### src/hw/rtl/yuyv2rgb_pkg.sv
// Types and constants for the YUYV 4:2:2 to RGB888 pixel-pair converter.
// No dependencies.
package yuyv2rgb_pkg;

    // Q16 chroma coefficients
    localparam logic signed [17:0] K_R_V = 18'sd89831;
    localparam logic signed [17:0] K_G_V = 18'sd45744;
    localparam logic signed [17:0] K_G_U = 18'sd22127;
    localparam logic signed [17:0] K_B_U = 18'sd113538;

    localparam logic [7:0] CHROMA_MID = 8'd128;
    localparam int         FRAC_BITS  = 16;
    localparam int         GAIN_SHIFT = 8;
    localparam logic [8:0] GAIN_RESET = 9'd220;

    // word index of the gain register
    localparam logic REG_GAIN = 1'b0;

    typedef struct packed {
        logic [7:0] luma_first;
        logic [7:0] chroma_blue;
        logic [7:0] luma_second;
        logic [7:0] chroma_red;
        logic       frame_end_in;
    } t_yuyv_item;

    typedef struct packed {
        logic [7:0] red_first;
        logic [7:0] green_first;
        logic [7:0] blue_first;
        logic [7:0] red_second;
        logic [7:0] green_second;
        logic [7:0] blue_second;
        logic       frame_end_out;
    } t_rgb_item;

endpackage

### src/hw/rtl/yuyv_to_rgb_converter.sv
// YUYV 4:2:2 to RGB888 pixel-pair converter, top level.
// Depends on yuyv2rgb_pkg.
//
//  channel | signals                              | carries
//  --------+--------------------------------------+---------------------------
//  in      | i_in_valid, o_in_ready, i_in_data    | one YUYV word per item
//  out     | o_out_valid, i_out_ready, o_out_data | two RGB pixels per item
//  cfg     | psel, penable, pwrite, paddr, pwdata | output_gain at word 0
//
// Three register stages: chroma products, floor and clamp, gain multiply
// (the last one is the output register). One item per cycle sustained while
// i_out_ready holds. Reset clears the stage valid bits and loads gain 220.
// A stall at the output holds only the stages that are full; empty stages
// behind it keep accepting, so no item is lost or repeated.
module yuyv_to_rgb_converter (
    input  logic                     i_clk,
    input  logic                     i_rst_n,
    input  logic                     i_in_valid,
    output logic                     o_in_ready,
    input  yuyv2rgb_pkg::t_yuyv_item i_in_data,
    output logic                     o_out_valid,
    input  logic                     i_out_ready,
    output yuyv2rgb_pkg::t_rgb_item  o_out_data,
    input  logic                     psel,
    input  logic                     penable,
    input  logic                     pwrite,
    input  logic [2:0]               paddr,
    input  logic [31:0]              pwdata,
    output logic [31:0]              prdata,
    output logic                     pready
);
    import yuyv2rgb_pkg::*;

    // ---------------- configuration ----------------
    logic [8:0] r_gain;
    logic       cfg_wr;

    assign pready = 1'b1;
    assign cfg_wr = psel && penable && pwrite && (paddr[2] == REG_GAIN);
    assign prdata = (paddr[2] == REG_GAIN) ? {23'd0, r_gain} : 32'd0;

    always_ff @(posedge i_clk) begin
        if (!i_rst_n) begin
            r_gain <= GAIN_RESET;
        end else if (cfg_wr) begin
            r_gain <= pwdata[8:0];
        end
    end

    // ---------------- flow control ----------------
    logic r_v1, r_v2, r_v3;
    logic en1, en2, en3;

    assign en3        = !r_v3 || i_out_ready;
    assign en2        = !r_v2 || en3;
    assign en1        = !r_v1 || en2;
    assign o_in_ready = en1;

    always_ff @(posedge i_clk) begin
        if (!i_rst_n) begin
            r_v1 <= 1'b0;
            r_v2 <= 1'b0;
            r_v3 <= 1'b0;
        end else begin
            if (en1) r_v1 <= i_in_valid;
            if (en2) r_v2 <= r_v1;
            if (en3) r_v3 <= r_v2;
        end
    end

    // ---------------- stage 1: chroma products ----------------
    logic signed [8:0]  du, dv;
    logic signed [26:0] n_p_rv, n_p_gv, n_p_gu, n_p_bu;
    logic signed [26:0] r_p_rv, r_p_gv, r_p_gu, r_p_bu;
    logic [7:0]         r_y0, r_y1;
    logic               r_fe1;

    assign du = $signed({1'b0, i_in_data.chroma_blue}) - $signed({1'b0, CHROMA_MID});
    assign dv = $signed({1'b0, i_in_data.chroma_red}) - $signed({1'b0, CHROMA_MID});

    // operands sign-extended to the product width before multiplying
    always_comb begin
        n_p_rv = 27'(dv) * 27'(K_R_V);
        n_p_gv = 27'(dv) * 27'(K_G_V);
        n_p_gu = 27'(du) * 27'(K_G_U);
        n_p_bu = 27'(du) * 27'(K_B_U);
    end

    always_ff @(posedge i_clk) begin
        if (en1) begin
            r_p_rv <= n_p_rv;
            r_p_gv <= n_p_gv;
            r_p_gu <= n_p_gu;
            r_p_bu <= n_p_bu;
            r_y0   <= i_in_data.luma_first;
            r_y1   <= i_in_data.luma_second;
            r_fe1  <= i_in_data.frame_end_in;
        end
    end

    // ---------------- stage 2: sum, floor, clamp ----------------
    function automatic logic [7:0] clamp_q16(input logic signed [26:0] q);
        logic signed [10:0] f;
        logic [7:0]         c;
        begin
            f = q[26:FRAC_BITS];    // arithmetic floor
            if (f[10])
                c = 8'd0;
            else if (|f[9:8])
                c = 8'hFF;
            else
                c = f[7:0];
            return c;
        end
    endfunction

    logic signed [26:0] yq0, yq1;
    logic [7:0]         n_c[6];
    logic [7:0]         r_c[6];
    logic               r_fe2;

    assign yq0 = $signed({3'd0, r_y0, 16'd0});
    assign yq1 = $signed({3'd0, r_y1, 16'd0});

    always_comb begin
        n_c[0] = clamp_q16(yq0 + r_p_rv);
        n_c[1] = clamp_q16(yq0 - r_p_gv - r_p_gu);
        n_c[2] = clamp_q16(yq0 + r_p_bu);
        n_c[3] = clamp_q16(yq1 + r_p_rv);
        n_c[4] = clamp_q16(yq1 - r_p_gv - r_p_gu);
        n_c[5] = clamp_q16(yq1 + r_p_bu);
    end

    always_ff @(posedge i_clk) begin
        if (en2) begin
            for (int k = 0; k < 6; k++) r_c[k] <= n_c[k];
            r_fe2 <= r_fe1;
        end
    end

    // ---------------- stage 3: gain and saturate ----------------
    function automatic logic [7:0] apply_gain(input logic [7:0] c, input logic [8:0] g);
        logic [16:0] p;
        logic [8:0]  s;
        begin
            p = {9'd0, c} * {8'd0, g};
            s = p[16:GAIN_SHIFT];
            return s[8] ? 8'hFF : s[7:0];
        end
    endfunction

    t_rgb_item n_out, r_out;

    always_comb begin
        n_out.red_first     = apply_gain(r_c[0], r_gain);
        n_out.green_first   = apply_gain(r_c[1], r_gain);
        n_out.blue_first    = apply_gain(r_c[2], r_gain);
        n_out.red_second    = apply_gain(r_c[3], r_gain);
        n_out.green_second  = apply_gain(r_c[4], r_gain);
        n_out.blue_second   = apply_gain(r_c[5], r_gain);
        n_out.frame_end_out = r_fe2;
    end

    always_ff @(posedge i_clk) begin
        if (en3) begin
            r_out <= n_out;
        end
    end

    assign o_out_valid = r_v3;
    assign o_out_data  = r_out;

`ifndef SYNTH
    // input side only backs up when every stage is full and the output is held
    a_stall_full: assert property (@(posedge i_clk) disable iff (!i_rst_n)
        !o_in_ready |-> (r_v1 && r_v2 && r_v3 && !i_out_ready))
        else $error("input stalled while pipeline has room");

    a_gain_write: assert property (@(posedge i_clk) disable iff (!i_rst_n)
        cfg_wr |=> (r_gain == $past(pwdata[8:0])))
        else $error("gain register write lost");

    a_reset_empty: assert property (@(posedge i_clk)
        !i_rst_n |=> !o_out_valid)
        else $error("output valid right after reset");
`endif

endmodule
### config.mk
export PLATFORM = sky130hd
export DESIGN_NAME = yuyv_to_rgb_converter
export DESIGN_NICKNAME = d
export VERILOG_FILES = /design/src/hw/rtl/yuyv2rgb_pkg.sv /design/src/hw/rtl/yuyv_to_rgb_converter.sv
export SDC_FILE = /design/constraint.sdc
export NUM_CORES = 2
export LEC_CHECK = 0
export BUFFER_PORTS_ARGS = -buffer_cell sky130_fd_sc_hd__buf_2
export CAP_MARGIN = 20
export CORE_UTILIZATION = 40
export CTS_CLUSTER_SIZE = 16
export DETAILED_ROUTE_END_ITERATION = 10
export SLEW_MARGIN = 5
export SYNTH_ARGS = -nofsm -noshare
export SYNTH_HDL_FRONTEND = slang
export SYNTH_SLANG_ARGS = --single-unit
### constraint.sdc
create_clock -name i_clk -period 5.64 [get_ports i_clk]
set_input_delay 0.564 -clock i_clk [delete_from_list [all_inputs] [get_ports i_clk]]
set_output_delay 0.564 -clock i_clk [all_outputs]
set_load 0.01 [all_outputs]
==> impl_results.md <==
- Tot GR Track Use: 0.184
- Cell Area, Synth: 0.0311 mm^2
- Vias per std cell: a little under 5
- Die Y-Extent: 281 um
- Ys flop type: edfxtp_1
- R2R depth: 21
- Syn. warnings: 0
- Grt met2 use: 0.321
- Hold Crit Endpoint: r_fe1
- Worst-path clk slew: about 80 ps
- Clock latency on the worst-skew pair: about 500 ps
- Hold path depth: 1
- Core Rows: 101
- Number of max-cap violations: 0
- CORE AREA: roughly 0.076 mm^2
- DRC: 0
- Antenna Violating Nets Remaining: 0
- Post-synth EDFFs: 184
- Fill cells: between 7k and 8k
- CP Data Arrival Time: ~5700 ps
- Async set-reset flop share out of synthesis: 0
- CP top delay family: adder cells
- Slew Viols, Final: 0
- Slowest stage delay, CP: about 520 ps
- Crit path buf inv count: 6
- Share of post-route cells with drive strength above 1: 0.0982
- Ports: between 150 and 200
- Global-route wire length before repair: between 100 and 150 mm
- Syn avg cell area: about 9.7 um^2
- Max Fclk: approximately 0.19 GHz
- Initial drt markers: about 880
- RR Startpoint: r_gain[3]
- Nets: 4383
- Max stage delay cell, worst path: fa_1
- TritonCTS Buffers: 17
- #FFs+latches synth: 196
- PortBufs: around 110
- Hold Path Class: in -> reg
- Hold_sp: i_in_data[0]
- Hold Violations, Final: 0
- Post-synthesis sequential area ratio: 0.185
- First drt pass iteration count: 5
- Final instance area: 0.0343 mm^2
- Vias in the first global route: about 22k
- Place WS: -145 ps
- Run status: finished clean
- Critical path type: reg -> reg
- GRT overflow: 0
- Cell Chain, Critical Path: buf_12 > buf_8 > and2_1 > fa_1 > inv_1 > fa_1 > inv_1 > fa_1 > inv_1 > fa_1 > inv_1 > ha_1 > a2111o_1 > a31oi_2 > nor3b_1 > o31a_1 > o221ai_2 > a21oi_2 > a21oi_2 > xnor2_1 > or3b_1
- Post-synthesis cell count: around 3.2k
- FF-to-FF setup slack: 240 ps
- Largest net degree at the start of global routing: 50
- Die Width: between 200 and 300 um
- Dpl hpwl: between 50 and 60 mm
- Crit path time final: 5400 ps
- Antenna Cells: 0
- Worst R2R End: o_out_data[25]
- Worst Path Required: approximately 6000 ps
- Area growth syn-to-layout: 10.3%
- H-Tree Depth: 4
- Cell variety after synth: 84
- Worst Path Max Fanout: 16
- Met1 Usage GRT: 0.241
- Skew final: between 10 and 15 ps
- Area after DPL: around 0.034 mm^2
- Initial antenna violation count: 0
- DIE AREA: about 0.079 mm^2
- Sink Count: 196
- Starting Density: 0.407
- WL per Instance: around 16 um
- Via Count: approximately 22k
- Hold_buf cts: 0
- Final setup violation count: 0
- Routed wire length: just under 70 mm
- Final worst slack: 241 ps
- Worst Setup Start Kind: register
- Slew @ Worst Pin: around 740 ps
- Max clock buf depth: 2
- Crit. End Element: register
- Slew Limit Headroom: 0.496
- CTS tree: built
- Met3 Use GR: 0.0211
- Clock Tree Root: clkbuf_16
- GPL Wtd Cong: between 0.8 and 0.9
- Grt peak-use layer: met2
- Fin crit share: 0.957
## synthesized netlist by cell type (25+ instances only)
| library cell | instances | area [um^2] |
|---|---|---|
| inv_1 | 654 | 2450 |
| o21ai_0 | 67 | 335 |
| a21oi_1 | 98 | 490 |
| a21o_1 | 43 | 323 |
| and2_1 | 192 | 1200 |
| nor3_1 | 30 | 150 |
| nand2_1 | 294 | 1100 |
| clkbuf_1 | 63 | 236 |
| xor2_1 | 41 | 359 |
| nor2b_1 | 27 | 169 |
| o21a_1 | 41 | 308 |
| nand3_1 | 25 | 125 |
| nor2_1 | 88 | 330 |
| edfxtp_1 | 184 | 5530 |
| nand2b_1 | 54 | 338 |
| xnor2_1 | 91 | 797 |
| ha_1 | 534 | 6680 |
| fa_1 | 387 | 7750 |
## layout by cell type, fill, tap and decap left out, types with 14 or more instances in the layout
master / synthesis / layout
o21bai_1: 18 / 18
o21ai_0: 67 / 67
nor2b_1: 27 / 27
nand3_1: 25 / 24
nand2b_1: 54 / 54
o21a_1: 41 / 41
buf_2: 1 / 109
edfxtp_1: 184 / 184
conb_1: 2 / 24
ha_1: 534 / 534
fa_1: 387 / 387
clkbuf_16: 0 / 18
buf_4: 24 / 128
a21o_1: 43 / 43
inv_1: 654 / 653
and3_1: 14 / 14
xor2_1: 41 / 41
nand2_1: 294 / 293
and2_1: 192 / 192
xnor2_1: 91 / 88
a21oi_1: 98 / 95
or3_1: 15 / 15
nor3_1: 30 / 30
nor2_1: 88 / 88
## per-layer routing
layer | routed length, um | vias to the layer above
met5 | 0 | -
met4 | 1050 | 0
met3 | 1720 | 44
met2 | 34100 | 251
met1 | 31900 | 10500
li1 | - | 10700
## how the worst max path moves through the flow
stage	cells past startpoint	to	start	slack, ps
floorplan	21	r_p_rv[25]	i_in_data[8]	100
global placement	17	r_p_rv[25]	i_in_data[1]	-90
detailed placement	17	r_p_rv[25]	i_in_data[1]	-140
CTS	18	o_out_data[25]	r_gain[3]	110
global route	18	o_out_data[40]	r_gain[2]	-30
finish	21	o_out_data[25]	r_gain[3]	240
## state kept, by name, summed over array words and instances (netlist names), 8 cells and up
| name | flops |
|---|---|
| r_y0 | 8 |
| o_out_data | 49 |
| r_p_gu | 25 |
| r_c | 48 |
| r_y1 | 8 |
| r_p_gv | 20 |
| r_p_bu | 11 |
| r_p_rv | 13 |
| r_gain | 9 |
## repair_timing
| action | 4_1_cts | 5_1_grt |
|---|---|---|
| resized for setup | 0 | 18 |
| buffers inserted | 0 | 1 |
| setup endpoints to repair | 0 | 42 |
## through the flow
stage | util | TNS, ps | hold WS (ps) | instances
after global placement | 0.440 | -338 | 406 | 4396
final | 0.449 | 0 | 242 | 4430
after CTS | 0.447 | 0 | 203 | 4428
after floorplan | - | 0 | 400 | 3233
after global routing | 0.449 | -31.3 | 213 | 4430
after detailed placement | 0.440 | -552 | 405 | 4396
## layout make-up
class	instances	area, um^2	share of cell area
repair buffers	247	1690	0.0492
well taps	1030	1290	0.0376
multi-input cells	2270	22500	0.657
clock inverters	14	126	0.00368
flip-flops and latches	196	5780	0.168
clock buffers	18	429	0.0125
inverters	655	2460	0.0717
## cells by family after synthesis
logic type      share of synthesized area
simple gates                        0.129
flops                               0.185
mux                              0.000362
xor+xnor                           0.0377
compound gates                     0.0881
other cells                      0.000241
fa+ha+maj                           0.464
buf+inv                            0.0955
Power is left out: the tool's default activity adds up to more than one toggle a clock period on the data nets, which glitch-free logic cannot reach.
